**config.mk**
```make
export PLATFORM = sky130hd
export DESIGN_NAME = joystick_drive_mixer_top
export DESIGN_NICKNAME = d
export VERILOG_FILES = /design/src/jdm_pkg.sv /design/src/joystick_drive_mixer_top.sv
export SDC_FILE = /design/constraint.sdc
export NUM_CORES = 1
export LEC_CHECK = 0
export BUFFER_PORTS_ARGS = -buffer_cell sky130_fd_sc_hd__buf_2
export CAP_MARGIN = 40
export CORE_AREA = 8 8 118 229
export CTS_BUF_LIST = sky130_fd_sc_hd__clkbuf_4 sky130_fd_sc_hd__clkbuf_8
export DETAILED_ROUTE_END_ITERATION = 8
export DIE_AREA = 0 0 126 237
export PLACE_DENSITY = 0.54
export SLEW_MARGIN = 20
export SYNTH_ARGS = -nofsm -noshare
export SYNTH_HDL_FRONTEND = slang
export SYNTH_SLANG_ARGS = --single-unit
```
**constraint.sdc**
```tcl
create_clock -name clk -period 14.75 [get_ports clk]
set_input_delay 2.95 -clock clk [delete_from_list [all_inputs] [get_ports clk]]
set_output_delay 2.95 -clock clk [all_outputs]
set_load 0.01 [all_outputs]
```
**src/jdm_pkg.sv**
```systemverilog
// Package of beat types, register indexes and constants for the joystick drive mixer.
package jdm_pkg;

    // Configuration register indexes
    localparam logic [1:0] CFG_ZONE_THRESHOLD     = 2'd0;
    localparam logic [1:0] CFG_DIAGONAL_THRESHOLD = 2'd1;
    localparam logic [1:0] CFG_RAMP_START         = 2'd2;
    localparam logic [1:0] CFG_RAMP_STEP          = 2'd3;

    // Zone codes
    localparam logic [1:0] ZONE_VERTICAL   = 2'd0;
    localparam logic [1:0] ZONE_HORIZONTAL = 2'd1;
    localparam logic [1:0] ZONE_DIAGONAL   = 2'd2;
    localparam logic [1:0] ZONE_BRAKE      = 2'd3;

    // Power levels and mixing constants
    localparam logic [6:0] LEVEL_HALF          = 7'd50;
    localparam logic [6:0] LEVEL_THREE_QUARTER = 7'd75;
    localparam logic [6:0] LEVEL_FULL          = 7'd100;
    localparam logic [8:0] MIX_CENTRE          = 9'd128;

    // Configuration reset values
    localparam logic [6:0] RST_ZONE_THRESHOLD     = 7'd40;
    localparam logic [6:0] RST_DIAGONAL_THRESHOLD = 7'd20;
    localparam logic [6:0] RST_RAMP_START         = 7'd10;
    localparam logic [6:0] RST_RAMP_STEP          = 7'd5;

    typedef struct packed {
        logic signed [7:0] joy_x;
        logic signed [7:0] joy_y;
        logic              btn_half;
        logic              btn_full;
        logic              btn_three_quarter;
        logic              btn_ramp;
    } joy_in_t;

    typedef struct packed {
        logic signed [7:0] right_drive;
        logic signed [7:0] left_drive;
        logic [6:0]        level_now;
        logic [1:0]        zone;
    } drive_out_t;

endpackage

```
**src/joystick_drive_mixer_top.sv**
```systemverilog
// Joystick drive mixer: power level selection, ramp and zone-based tank mixing.
// An accepted input beat is held in the input register, mixed, and offered from the result register.
// One beat per cycle while the receiver keeps out_ready high; input register then mixer logic into a result register.
// The power level is updated as each beat moves from the input to the result register.
// Reset (rst_n low, asynchronous): pipeline empty, power level zero,
// thresholds and ramp settings back to their defaults.
module joystick_drive_mixer_top (
    input  logic                clk,
    input  logic                rst_n,
    input  logic                cfg_wen,
    input  logic [1:0]          cfg_index,
    input  logic [6:0]          cfg_data,
    input  logic                in_valid,
    output logic                in_ready,
    input  jdm_pkg::joy_in_t    in_data,
    output logic                out_valid,
    input  logic                out_ready,
    output jdm_pkg::drive_out_t out_data
);
    import jdm_pkg::*;

    logic [6:0] zone_thr_reg;
    logic [6:0] diag_thr_reg;
    logic [6:0] ramp_start_reg;
    logic [6:0] ramp_step_reg;
    logic [6:0] power_level_reg;

    logic       s1_valid_reg;
    joy_in_t    s1_data_reg;
    logic       out_valid_reg;
    drive_out_t out_data_reg;

    logic       s1_advance;

    logic [6:0] base_level;
    logic [7:0] ramp_sum;
    logic [6:0] level_next;
    logic [7:0] mag_x;
    logic [7:0] mag_y;
    logic [7:0] mag_v;
    logic signed [7:0] v_sel;
    logic [8:0] factor_low;
    logic [8:0] factor_high;
    logic [15:0] prod_low;
    logic [15:0] prod_high;
    logic signed [7:0] low_drive;
    logic signed [7:0] high_drive;
    logic signed [7:0] lvl_pos;
    logic       upper_half;
    logic       left_quad;
    drive_out_t result_next;

    // Configuration writes
    always_ff @(posedge clk or negedge rst_n)
    begin
        if (!rst_n)
        begin
            zone_thr_reg   <= RST_ZONE_THRESHOLD;
            diag_thr_reg   <= RST_DIAGONAL_THRESHOLD;
            ramp_start_reg <= RST_RAMP_START;
            ramp_step_reg  <= RST_RAMP_STEP;
        end
        else if (cfg_wen)
        begin
            case (cfg_index)
                CFG_ZONE_THRESHOLD:     zone_thr_reg   <= cfg_data;
                CFG_DIAGONAL_THRESHOLD: diag_thr_reg   <= cfg_data;
                CFG_RAMP_START:         ramp_start_reg <= cfg_data;
                CFG_RAMP_STEP:          ramp_step_reg  <= cfg_data;
                default:                ;
            endcase
        end
    end

    // Handshake: stage one moves on when the result register is free or being taken
    assign s1_advance = s1_valid_reg && (!out_valid_reg || out_ready);
    assign in_ready   = !s1_valid_reg || s1_advance;
    assign out_valid  = out_valid_reg;
    assign out_data   = out_data_reg;

    // Pick the base level from the buttons in priority order
    always_comb
    begin
        if (s1_data_reg.btn_half)
            base_level = LEVEL_HALF;
        else if (s1_data_reg.btn_full)
            base_level = LEVEL_FULL;
        else if (s1_data_reg.btn_three_quarter)
            base_level = LEVEL_THREE_QUARTER;
        else if (s1_data_reg.btn_ramp)
        begin
            if (power_level_reg == 7'd0)
                base_level = (ramp_start_reg > LEVEL_FULL) ? LEVEL_FULL : ramp_start_reg;
            else
                base_level = power_level_reg;
        end
        else
            base_level = 7'd0;
    end

    // Ramp up while held, saturating at full power
    always_comb
    begin
        ramp_sum = {1'b0, base_level} + {1'b0, ramp_step_reg};
        if (s1_data_reg.btn_ramp && (base_level < LEVEL_FULL))
            level_next = (ramp_sum > {1'b0, LEVEL_FULL}) ? LEVEL_FULL : ramp_sum[6:0];
        else
            level_next = base_level;
    end

    // Stick magnitudes and the gentle-turn products
    always_comb
    begin
        mag_x = s1_data_reg.joy_x[7] ? 8'(-s1_data_reg.joy_x) : s1_data_reg.joy_x;
        mag_y = s1_data_reg.joy_y[7] ? 8'(-s1_data_reg.joy_y) : s1_data_reg.joy_y;
        v_sel = (s1_data_reg.joy_x >= s1_data_reg.joy_y) ? s1_data_reg.joy_y
                                                         : s1_data_reg.joy_x;
        mag_v = v_sel[7] ? 8'(-v_sel) : v_sel;
        factor_low  = MIX_CENTRE - {1'b0, mag_v};
        factor_high = MIX_CENTRE + {1'b0, mag_v};
        prod_low    = {9'd0, base_level} * {7'd0, factor_low};
        prod_high   = {9'd0, base_level} * {7'd0, factor_high};
        upper_half  = !s1_data_reg.joy_y[7] && (s1_data_reg.joy_y != 8'sd0)
                      && (s1_data_reg.joy_x != 8'sd0);
        left_quad   = s1_data_reg.joy_x[7] && (s1_data_reg.joy_y != 8'sd0);
        low_drive   = upper_half ? $signed({1'b0, prod_low[14:8]})
                                 : 8'(-$signed({1'b0, prod_low[14:8]}));
        high_drive  = upper_half ? $signed({1'b0, prod_high[14:8]})
                                 : 8'(-$signed({1'b0, prod_high[14:8]}));
        lvl_pos     = $signed({1'b0, level_next});
    end

    // Classify the zone and mix the drives
    always_comb
    begin
        result_next.level_now   = level_next;
        result_next.right_drive = 8'sd0;
        result_next.left_drive  = 8'sd0;
        if ((mag_x < {1'b0, zone_thr_reg}) && (mag_y > {1'b0, zone_thr_reg}))
        begin
            result_next.zone = ZONE_VERTICAL;
            if (!s1_data_reg.joy_y[7] && (s1_data_reg.joy_y != 8'sd0))
                result_next.right_drive = lvl_pos;
            else
                result_next.right_drive = 8'(-lvl_pos);
            result_next.left_drive = result_next.right_drive;
        end
        else if ((mag_y < {1'b0, zone_thr_reg}) && (mag_x > {1'b0, zone_thr_reg}))
        begin
            result_next.zone = ZONE_HORIZONTAL;
            if (!s1_data_reg.joy_x[7] && (s1_data_reg.joy_x != 8'sd0))
                result_next.left_drive = lvl_pos;
            else
                result_next.right_drive = lvl_pos;
        end
        else if ((mag_y > {1'b0, diag_thr_reg}) && (mag_x > {1'b0, diag_thr_reg}))
        begin
            result_next.zone = ZONE_DIAGONAL;
            if (left_quad)
            begin
                result_next.right_drive = high_drive;
                result_next.left_drive  = low_drive;
            end
            else
            begin
                result_next.right_drive = low_drive;
                result_next.left_drive  = high_drive;
            end
        end
        else
            result_next.zone = ZONE_BRAKE;
    end

    // Pipeline control and power level state
    always_ff @(posedge clk or negedge rst_n)
    begin
        if (!rst_n)
        begin
            s1_valid_reg    <= 1'b0;
            out_valid_reg   <= 1'b0;
            power_level_reg <= 7'd0;
        end
        else
        begin
            if (in_ready)
                s1_valid_reg <= in_valid;
            if (s1_advance)
            begin
                out_valid_reg   <= 1'b1;
                power_level_reg <= level_next;
            end
            else if (out_ready)
                out_valid_reg <= 1'b0;
        end
    end

    // Payload registers: capture the input beat and hold the result beat
    always_ff @(posedge clk)
    begin
        if (in_ready && in_valid)
            s1_data_reg <= in_data;
        if (s1_advance)
            out_data_reg <= result_next;
    end

endmodule

```
Yosys cells after proc, flatten, opt, wreduce, memory -nomap -nowiden
Cells that the tools add are included.
{ "word_totals": {"register_bits": 82, "input_bits": 34, "output_inout_bits": 27, "word_cells": 93} }
{ "classes": {"addsub": 9, "n_mul": 2, "magnitude_cmp": 10, "n_eq_ne": 3, "n_mux": 25, "n_reduce_logical": 26} }
{ "op_table": {"columns": ["cell", "count"], "rows": [
  ["$mux W7", 10],
  ["$mux W16", 4],
  ["$mux W8", 7],
  ["$gt A8 B7 Y1", 4],
  ["$mul A7 B9 Y15", 2],
  ["$neg A7 Y8", 3],
  ["$neg A8 Y8", 3],
  ["$lt A8 B7 Y1", 2],
  ["$reduce_bool A8 Y1", 2],
  ["$logic_and A1 B1 Y1", 10],
  ["$add A8 B8 Y9 const A", 1],
  ["$sub A8 B8 Y9 const A", 1],
  ["$add A7 B7 Y8", 1],
  ["$ge A8 B8 Y1", 1],
  ["$gt A8 B7 Y1 const B", 1],
  ["$reduce_and A2 Y1", 4],
  ["$gt A7 B7 Y1 const B", 1],
  ["$logic_not A7 Y1", 1],
  ["$lt A7 B7 Y1 const B", 1],
  ["$eq A2 B2 Y1 const B", 2],
  ["$logic_not A1 Y1", 4],
  ["$mux W1", 4],
  ["$eq A2 B1 Y1 const B", 1],
  ["$logic_not A2 Y1", 1],
  ["other kinds (3)", 4]
]} }

Logic depth before layout (Yosys ltp)
Gate-level depths: netlist of run 1.
{ "depth": {"word_depth": 14, "depth_mapped": 41, "depth_no_buf": 39} }

Least setup slack after synthesis of run 1
Ideal clock, no wire load.
{ "synth_timing": {"kind": "reg2reg", "from": "register s1_data_reg[11] (netlist bit)", "to": "register out_data_reg, in the netlist out_data[20], data pin", "setup_ps": 259, "arrival_time_ps": 8427, "required_ps": 14491, "path_slack_ps": 6064, "path_stages_with_launch": 38, "n_path_buf": 3, "period_less_slack_ps": 8686, "cell_sequence": "edfxtp_1 > clkbuf_1 > clkinv_1 > ha_1 > inv_1 > a2111oi_2 > or3_1 > o211a_1 > clkbuf_1 > ha_1 > nand2_1 > nand2_1 > a21oi_1 > or2_2 > clkbuf_1 > ha_1 > nor2b_1 > xnor2_1 > [2 not listed] > inv_1 > fa_1 > inv_1 > fa_1 > inv_1 > fa_1 > inv_1 > ha_1 > a21o_1 > a21oi_1 > o21ai_0 > nor3_1 > o41ai_1 > and3_1 > o31ai_1 > xor2_1 > a21oi_1 > a211o_1"} }
{ "synth_lines": {"columns": ["item", "line", "source"], "rows": [
  ["from (decl)", "joystick_drive_mixer_top.sv:29", "joy_in_t s1_data_reg;"],
  ["from (signal assigned)", "joystick_drive_mixer_top.sv:201", "s1_data_reg <= in_data;"],
  ["to (signal assigned)", "joystick_drive_mixer_top.sv:203", "out_data_reg <= result_next;"],
  ["to (decl)", "joystick_drive_mixer_top.sv:31", "drive_out_t out_data_reg;"]
]} }

==> results.md, run 1 <==
- Status: finished, final reports clean
- Die ar.: 0.02986 mm²
- Yosys warnings: 0
- Cts hold-fix bufs: 0
- Crit path kind: flop to flop
- PortBufs: 60
- Wire per inst: 18.50 µm
- Ant. Diodes: 0
- Initial DRC count: 424
- Worst-Skew Late Latency: 410 ps
- Top-area cell type share of the netlist area: 14.37%
- CP required: 14880 ps
- Tot Pwr: 2.063 mW
- Die Y: 237 µm
- Syn_area_per_cell: 8.951 µm²
- EDFF count, synth: 45
- Antenna-violating nets left: 0
- DRT Wirelength: 26140 µm
- Top_reg_cell synth: edfxtp_1
- Largest register FFs: 25
- Pins Over Slew Limit: 0
- DP HPWL: 21800 µm
- CTS tree: built
- Boundary Pins: 61
- Clock slew at reported path FFs: 100 ps
- H-tree depth: 3
- Fin. Hold Viols: 0
- Fraction of layout cells with a size suffix above 1: 13.54%
- DRT Pass-1 Iters: 7
- FF-to-FF setup slack: 5140 ps
- Peak Freq: 104.0 MHz
- Clock Path Buffers: 2
- Core ar.: 0.02412 mm²
- Fin crit period: 9611 ps
- Vias in the first global route: 8167
- Fin nets: 1326
- #FFs+latches synth: 82
- Worst Tran Pin Value: 865.3 ps
- Synth async-reset ratio: 45.12%
- Mapped cell area: 0.009488 mm²
- CP max stage delay: 570 ps
- Finished Core Util: 43.14%
- Min-Delay Path Class: flop to flop
- Mapped Cells: 1060
- DR DRC count: 0
- Synth unique cells: 76
- Peak VDD IR: 0.2667 mV
- Routability cong.: 0.9443
- Horiz. Die Dim: 126 µm
- Period utilization: 65.16%
- WP data arrival: 9740 ps
- Placed cell count: 1396
- Largest cells by area after synthesis: ha_1, edfxtp_1, fa_1, dfrtp_1, inv_1
- RSZ-0062 raised after global routing: no
- Fin cells: 1413
- Row count: 81
- Max Cap Viol: 0
- Slew HR: 42.32%
- Clock root buffer: clkbuf_8
- Setup crit end kind: flop
- Grt ovf: 0
- First-pass GRT wire length: 43050 µm
- Busiest grt layer: met2
- Slowest CP cell: edfxtp_1
- CP dominant cell by count: inv_1
- Clock skew: 15.91 ps
- Area Overhead vs Synth: 9.679%
- Setup tns final: 0 ps
- Initial antenna violation count: 0
- Met2 Usage GRT: 32.11%
- Met3 Resource Use GR: 3.042%
- Largest net degree at the start of global routing: 27
- GRT Util Overall: 18.38%
- Post-CTS Resized: 0
- Met1 Track Usage GR: 21.17%
- PwrDens: 198.3 mW/mm²
- Starting density of the core: 39.33%
- Leading area contributor after synthesis: ha_1
- Leak: 4.906 nW
- Largest fanout on the critical path: 10
- Fin Hold WS: 509.6 ps
- Syn_nets: 1268
- Design Area, Final: 0.01041 mm²
- Worst setup SP type: flop
- Dpl ws: 5314 ps
- Via count: 7762
- TritonCTS buffer count: 9
- Postcts setup bufs: 0
- Placed Instance Area: 0.01017 mm²
- Seq/Total Area, Yosys: 24.11%
- DR vias/cell: 5.493
- Final setup viols: 0
- Setup WS post-layout: 5139 ps
- Total clock sinks: 82
## cell families after synthesis
kind of cell    synth area share, %
xor+xnor                      5.446
flops                         24.11
mux                           4.115
compound gates                14.45
buf+inv                       6.304
other cells                 0.03952
simple gates                  17.45
fa+ha+maj                     28.09
## cell type report
cell class	instances	area, µm²
Timing Repair Buffer	74	427.9
Clock inverter	7	105.1
Tap cell	290	362.8
Sequential cell	82	2287
Inverter	131	491.7
Multi-Input combinational cell	820	6608
Clock buffer	9	123.9
Fill cell	2382	13710
## critical path: cells and delay by family (launching register included)
family	cells	cell delay [ps]
adder cells (fa/ha/maj)	8	3350
AO/OA/AOI/OAI	11	2380
AND/OR/NAND/NOR	8	1670
XOR/XNOR	2	600
buffers and inverters	6	570
flip-flops	1	570
multiplexers	1	170
## worst paths after layout
check	end	from	depth (start not counted)
setup / recovery	out_data[23]$_DFFE_PP_	s1_data_reg[11]$_DFFE_PP_	36
hold / removal	out_valid$_DFFE_PN0P_	s1_valid_reg$_DFFE_PN0N_	1
setup reg to reg	out_data[23]$_DFFE_PP_	s1_data_reg[11]$_DFFE_PP_	36
hold reg to reg	out_valid$_DFFE_PN0P_	s1_valid_reg$_DFFE_PN0N_	1
max in group asynchronous	ramp_start_reg[3]$_DFFE_PN1P_	rst_n	2
min in group asynchronous	out_valid$_DFFE_PN0P_	rst_n	1
## synthesized netlist by cell type, types with 5 or more instances
cell type  instances
inv_1            130
nor2_1           129
ha_1             109
nand2_1           79
fa_1              65
a21oi_1           51
o21ai_0           47
xnor2_1           47
edfxtp_1          45
dfrtp_1           29
mux2_2            24
clkbuf_1          23
a21o_1            21
nand3_1           20
nand2b_1          19
a31oi_1           12
mux2i_1           12
nor3_1            12
xor2_1            12
and3_1            11
or2_2             11
nor2b_1           10
or3_1             10
and2_1             9
nand4_1            9
dfstp_2            8
a31o_2             6
nand3b_1           6
o211ai_1           6
o31ai_1            6
o21bai_1           5
## layout by cell type (no fill, tap or decap), types with 4 or more instances in the layout
cell type / synthesis / final
mux2_2: 24 / 24
o31ai_1: 6 / 5
nor2b_1: 10 / 10
a31o_2: 6 / 6
o211ai_1: 6 / 6
dfstp_2: 8 / 8
buf_2: 4 / 62
and2_1: 9 / 9
nand3_1: 20 / 20
o21ai_0: 47 / 47
and3_1: 11 / 11
ha_1: 109 / 109
or3_1: 10 / 10
nand2b_1: 19 / 19
fa_1: 65 / 65
xnor2_1: 47 / 47
nand4_1: 9 / 9
or2_2: 11 / 11
nor3_1: 12 / 12
a31oi_1: 12 / 12
dfrtp_1: 29 / 29
inv_1: 130 / 130
nand3b_1: 6 / 6
nor4_1: 4 / 4
o21a_1: 4 / 4
edfxtp_1: 45 / 45
clkbuf_8: 0 / 9
buf_4: 0 / 8
mux2i_1: 12 / 12
a21o_1: 21 / 21
nand2_1: 79 / 79
o21bai_1: 5 / 5
a211oi_1: 4 / 4
xor2_1: 12 / 12
a21oi_1: 51 / 51
nor2_1: 129 / 129
## report_power, final
part | switching, mW | internal [mW] | leakage [nW]
Sequential | 0.0283 | 0.300 | 0.868
Clock | 0.0956 | 0.0984 | 0.118
Combinational | 0.929 | 0.612 | 3.92
Total | 1.05 | 1.01 | 4.91
## routing by layer
| metal | vias to the layer above | share of wire, % |
|---|---|---|
| li1 | 3769 | - |
| met1 | 3748 | 42 |
| met2 | 183 | 50 |
| met3 | 62 | 4.1 |
| met4 | 0 | 4.0 |
| met5 | - | 0 |
(Power assumes the default switching activity.)
==> inputs of run 2 (changes only) <==
==> constraint.sdc (replaced) <==
create_clock -name clk -period 9.5 [get_ports clk]
set_input_delay 1.9 -clock clk [delete_from_list [all_inputs] [get_ports clk]]
set_output_delay 1.9 -clock clk [all_outputs]
set_load 0.01 [all_outputs]
==> run 2 against run 1 <==
Non-clock buffer count is 6 higher. Sequential power is 55% higher. Hold slack got worse by 2.2 ps. Register-to-register slack got worse by 4500 ps.
==> results.md, run 2 (synthesis gave the netlist of run 1 again) <==
- Core ar.: 0.02412 mm² (unchanged)
- Hold path endpoint: out_valid$_DFFE_PN0P_
- Clock Path Buffers: 2 (unchanged)
- Max Cap Viol: 0 (unchanged)
- Total clock sinks: 82 (unchanged)
- WHS Path Cells: 1 (unchanged)
- Largest fanout on the critical path: 9 (-1)
- R2r startpoint: s1_data_reg[11]$_DFFE_PP_
- Vias in the first global route: 8081 (-1.1%)
- Peak VDD IR: 0.4703 mV (+76%)
- PwrDens: 307.4 mW/mm² (+55%)
- Starting density of the core: 39.33% (unchanged)
- R2R depth: 35 (-2.8%)
- CP required: 9660 ps (-5220 ps)
- Final setup viols: 0 (unchanged)
- Seq pwr share: 15.8% (about the same)
- Peak Freq: 113.0 MHz (+8.6%)
- Commonest non-fill, non-tap cells in the layout: inv_1, nor2_1, ha_1, nand2_1, fa_1
- Initial antenna violation count: 0 (unchanged)
- Setup crit end kind: flop
- PortBufs: 60 (unchanged)
- Fraction of layout cells with a size suffix above 1: 14.26% (+0.73 points)
- Setup tns final: 0 ps (unchanged)
- Clock slew at reported path FFs: 100 ps (about the same)
- Most common cell after layout, fill and taps aside: inv_1
- DRT Pass-1 Iters: 5 (-2)
- Register area: 0.002287 mm² (unchanged)
- Finished Core Util: 43.30% (+0.16 points)
- Period utilization: 93.19% (+28 points)
- Hold Startpoint: s1_valid_reg$_DFFE_PN0N_
- Net Sw Frac: 52.31% (+1.3 points)
- Row count: 81 (unchanged)
- Grt ovf: 0 (unchanged)
- Boundary Pins: 61 (unchanged)
- Fin nets: 1332 (+0.45%)
- Antenna-violating nets left: 0 (unchanged)
- Worst Tran Pin Value: 904.8 ps (+39.50 ps)
- Min-Delay Path Class: flop to flop
- Wire per inst: 18.75 µm (+1.3%)
- Horiz. Die Dim: 126 µm (unchanged)
- Die ar.: 0.02986 mm² (unchanged)
- TritonCTS buffer count: 9 (unchanged)
- CP delay by family, top: adder cells
- CP dominant cell by count: inv_1
- Multi-input logic area: 0.006645 mm² (+0.57%)
- GRT Util Overall: 18.34% (-0.038 points)
- Pins Over Slew Limit: 0 (unchanged)
- Comb power frac: 76.3% (+1.6 points)
- Clock root buffer: clkbuf_8
- H-tree depth: 3 (unchanged)
- CTS tree: built
- DR vias/cell: 5.520 (+0.49%)
- Routability cong.: 0.9279 (-1.7%)
- DRT Wirelength: 26600 µm (+1.8%)
- P_int: 1.531 mW (+51%)
- Largest register FFs: 25 (unchanged)
- Leak: 4.928 nW (+0.45%)
- Worst-Skew Late Latency: 410 ps (about the same)
- DP HPWL: 22010 µm (+0.94%)
- Worst setup SP type: flop
- Via count: 7833 (+0.91%)
- CP max stage delay: 530 ps (-40 ps)
- Slew HR: 39.13% (-3.2 points)
- Placed Instance Area: 0.01022 mm² (+0.47%)
- Slowest CP cell: fa_1
- Design Area, Final: 0.01044 mm² (+0.36%)
- Largest net degree at the start of global routing: 29 (+7.4%)
- Fin crit period: 8853 ps (-758.4 ps)
- RSZ-0062 raised after global routing: no
- Status: finished, final reports clean
- Psw: 1.679 mW (+60%)
- Die Y: 237 µm (unchanged)
- Clock power frac: 7.8% (-1.6 points)
- Initial DRC count: 439 (+3.5%)
- WP data arrival: 9010 ps (-730 ps)
- Clock skew: 15.84 ps (-0.06950 ps)
- Placed cell count: 1402 (+0.43%)
- First-pass GRT wire length: 42910 µm (-0.32%)
- Buf/Inv on CP: 6 (unchanged)
- Area Overhead vs Synth: 10.08%
- Fill cell count: 2411 (+1.2%)
- Crit path kind: flop to flop
- DR DRC count: 0 (unchanged)
- Worst reg2reg endpoint: out_data[20]$_DFFE_PP_
- Fin. Hold Viols: 0 (unchanged)
- Fin cells: 1419 (+0.42%)
- FF-to-FF setup slack: 650 ps (-4490 ps)
- Ant. Diodes: 0 (unchanged)
run 2: per-stage QoR:
stage	total power, mW	hold WS, ps	worst slack, ps
after floorplan	2.331	457.2	813.9
after global placement	2.902	477.4	657.9
after detailed placement	2.950	490.0	416.2
after CTS	3.223	514.6	371.0
after global routing	3.576	532.5	53.27
final	3.210	507.3	647.1
run 2: how the worst max path moves through the flow:
| stage | depth (start not counted) | to | slack [ps] | start |
|---|---|---|---|---|
| 2_1_floorplan | 37 | out_data[20]$_DFFE_PP_ | 810 | s1_data_reg[11]$_DFFE_PP_ |
| 3_3_place_gp | 35 | out_data[15]$_DFFE_PP_ | 660 | s1_data_reg[9]$_DFFE_PP_ |
| 3_5_place_dp | 36 | out_data[15]$_DFFE_PP_ | 420 | s1_data_reg[11]$_DFFE_PP_ |
| 4_1_cts | 36 | out_data[15]$_DFFE_PP_ | 370 | s1_data_reg[11]$_DFFE_PP_ |
| 5_1_grt | 36 | out_data[15]$_DFFE_PP_ | 50 | s1_data_reg[11]$_DFFE_PP_ |
| 6_report | 35 | out_data[20]$_DFFE_PP_ | 650 | s1_data_reg[11]$_DFFE_PP_ |
run 2: what timing repair did:
action | 4_1_cts | 5_1_grt
setup buffers | 0 | 1
hold buffers | 0 | 0
hold endpoints to repair | 0 | 0
gates resized for setup | 0 | 6
setup endpoints to repair | 0 | 12
run 2: power by group through the flow:
stage	sequential (mW)	combinational, mW	clock (mW)
floorplan	0.519	1.81	0
global route	0.517	2.79	0.270
CTS	0.509	2.45	0.262
detailed placement	0.517	2.43	0
global placement	0.515	2.39	0
finish	0.508	2.45	0.251
run 2: layer usage:
layer	GRT usage (%)	vias to the layer above	part of all wire [%]
met5	0	-	0
met4	8.514	0	3.3
met3	2.929	41	4.7
met2	32.63	199	51
met1	20.91	3809	41
li1	-	3784	-
run 2: cell type report:
type	instances	share of cell area [%]
multi-input combinational	820	63.63
sequential	82	21.90
inverter	131	4.708
timing repair buffer	80	4.553
tap	290	3.474
clock buffer	9	1.186
clock inverter	7	0.5511
run 2: worst reg2reg max path, delay by kind of cell, from the launching register on:
family          cells  cell delay (ps)
fa+ha+maj           7             3000
compound gates     11             2380
flops               1              370
xor+xnor            3              760
buf+inv             6              480
simple gates        8             1580
==> inputs of run 3 (changes only) <==
==> constraint.sdc (replaced) <==
create_clock -name clk -period 11.1 [get_ports clk]
set_input_delay 2.22 -clock clk [delete_from_list [all_inputs] [get_ports clk]]
set_output_delay 2.22 -clock clk [all_outputs]
set_load 0.01 [all_outputs]
==> run 3 against run 2 <==
Hold slack worse by 1.7 ps. Final cell count is 0.42% lower. Sequential cell count stayed put. Critical path type unchanged. Critical endpoint is now out_data[15]$_DFFE_PP_.
==> results.md, run 3 (synthesis gave the netlist of run 1 again) <==
- Row count: 81 (unchanged)
- Clock root buffer: clkbuf_8
- DR vias/cell: 5.523 (about the same)
- Postcts setup bufs: 0 (unchanged)
- DRT Pass-1 Iters: 6 (+1)
- Cts hold-fix bufs: 0 (unchanged)
- Max Cap Viol: 0 (unchanged)
- DRT Wirelength: 26280 µm (-1.2%)
- Slowest CP cell: edfxtp_1
- Fin crit period: 9579 ps (+726.4 ps)
- Fill cell count: 2411 (unchanged)
- Antenna-violating nets left: 0 (unchanged)
- RSZ-0062 raised after global routing: no
- Worst Tran Pin Value: 876.2 ps (-28.59 ps)
- Initial antenna violation count: 0 (unchanged)
- Period utilization: 86.30% (-6.9 points)
- Crit path kind: flop to flop
- Most common cell after layout, fill and taps aside: inv_1
- Fin nets: 1326 (-0.45%)
- H-tree depth: 3 (unchanged)
- Min-Delay Path Class: flop to flop
- Final setup viols: 0 (unchanged)
- PwrDens: 263.8 mW/mm² (-14%)
- Clock skew: 14.54 ps (-1.298 ps)
- Pins Over Slew Limit: 0 (unchanged)
- Setup crit end kind: flop
- GRT Util Overall: 18.49% (+0.14 points)
- WP data arrival: 9710 ps (+700 ps)
- Horiz. Die Dim: 126 µm (unchanged)
- Largest fanout on the critical path: 10 (+1)
- Slew HR: 41.59% (+2.5 points)
- Fin. Hold Viols: 0 (unchanged)
- DR DRC count: 0 (unchanged)
- Via count: 7804 (-0.37%)
- Vias in the first global route: 8258 (+2.2%)
- Status: finished, final reports clean
- Clock Path Buffers: 2 (unchanged)
- PortBufs: 60 (unchanged)
- Largest net degree at the start of global routing: 27 (-6.9%)
- Routability cong.: 0.9443 (+1.8%)
- Wire per inst: 18.60 µm (-0.79%)
- Clock slew at reported path FFs: 100 ps (about the same)
- Peak VDD IR: 0.3924 mV (-17%)
- FF-to-FF setup slack: 1520 ps (+870 ps)
- Die Y: 237 µm (unchanged)
- CP required: 11230 ps (+1570 ps)
- Design Area, Final: 0.01041 mm² (-0.36%)
- Setup tns final: 0 ps (unchanged)
- Placed Instance Area: 0.01017 mm² (-0.46%)
- Leak: 4.906 nW (-0.45%)
- Starting density of the core: 39.33% (unchanged)
- Worst-Skew Late Latency: 400 ps (about the same)
- CTS tree: built
- Peak Freq: 104.4 MHz (-7.6%)
- First-pass GRT wire length: 43460 µm (+1.3%)
- Ant. Diodes: 0 (unchanged)
- Core ar.: 0.02412 mm² (unchanged)
- Post-CTS Resized: 0 (unchanged)
- Area Overhead vs Synth: 9.679%
- CP max stage delay: 560 ps (+30 ps)
- Grt ovf: 0 (unchanged)
- Total clock sinks: 82 (unchanged)
- DP HPWL: 21830 µm (-0.81%)
- Fraction of layout cells with a size suffix above 1: 13.54% (-0.73 points)
- Die ar.: 0.02986 mm² (unchanged)
- Largest register FFs: 25 (unchanged)
- Worst setup SP type: flop
- Initial DRC count: 475 (+8.2%)
- Boundary Pins: 61 (unchanged)
- Commonest non-fill, non-tap cells in the layout: inv_1, nor2_1, ha_1, nand2_1, fa_1
- TritonCTS buffer count: 9 (unchanged)
run 3: changes by cell type in the layout (fill, tap and decap cells not counted), moves of 2 or more:
cell,delta
xnor2_1,+2
bufinv_16,+2
xnor2_2,-2
inv_4,-2
buf_4,-8
run 3: path summary, 6_finish.rpt:
kind / startpoint / endpoint / depth (start not counted)
max in group asynchronous: rst_n / ramp_start_reg[3]$_DFFE_PN1P_ / 2
min reg2reg: s1_valid_reg$_DFFE_PN0N_ / out_valid$_DFFE_PN0P_ / 1
min: s1_valid_reg$_DFFE_PN0N_ / out_valid$_DFFE_PN0P_ / 1
min in group asynchronous: rst_n / out_valid$_DFFE_PN0P_ / 1
max: s1_data_reg[11]$_DFFE_PP_ / out_data[15]$_DFFE_PP_ / 34
max reg2reg: s1_data_reg[11]$_DFFE_PP_ / out_data[15]$_DFFE_PP_ / 34
run 3: cell type report:
type	count	area, µm²	share of cell area, %
multi-input cells	820	6608	63.50
flip-flops and latches	82	2287	21.98
inverters	131	491.7	4.725
repair buffers	74	427.9	4.112
well taps	290	362.8	3.487
clock buffers	9	123.9	1.190
clock inverters	7	105.1	1.010
run 3: metrics by stage:
step                hold slack [ps]  power (mW)  cells  setup WS [ps]  utilization [%]
global route                  545.8       3.095   1413          712.1            43.14
finish                        505.7       2.746   1413           1521            43.14
CTS                           510.3       2.777   1412           1657            43.11
detailed placement            485.0       2.502   1396           1688            42.16
global placement              476.6       2.475   1391           1869            41.91
floorplan                     457.2       1.995   1060           2414                -
run 3: critical path: cells and delay by family, from the launching register on:
| family | cells | cell delay (ps) |
|---|---|---|
| adder cells (fa/ha/maj) | 8 | 3330 |
| AO/OA/AOI/OAI | 11 | 2380 |
| buffers and inverters | 5 | 510 |
| multiplexers | 1 | 160 |
| XOR/XNOR | 2 | 750 |
| flip-flops | 1 | 560 |
| AND/OR/NAND/NOR | 7 | 1590 |
run 3: metal layers:
metal | vias up | wire (µm) | track usage (%)
met4 | 0 | 834 | 8.514
met5 | - | 0 | 0
met3 | 45 | 1181 | 2.952
met2 | 211 | 13470 | 32.86
li1 | 3765 | - | -
met1 | 3783 | 10800 | 21.13
run 3: report_power, final:
group,switching (mW),internal (mW)
Combinational,1.24,0.814
Clock,0.126,0.131
Sequential,0.0376,0.399
Total,1.40,1.34
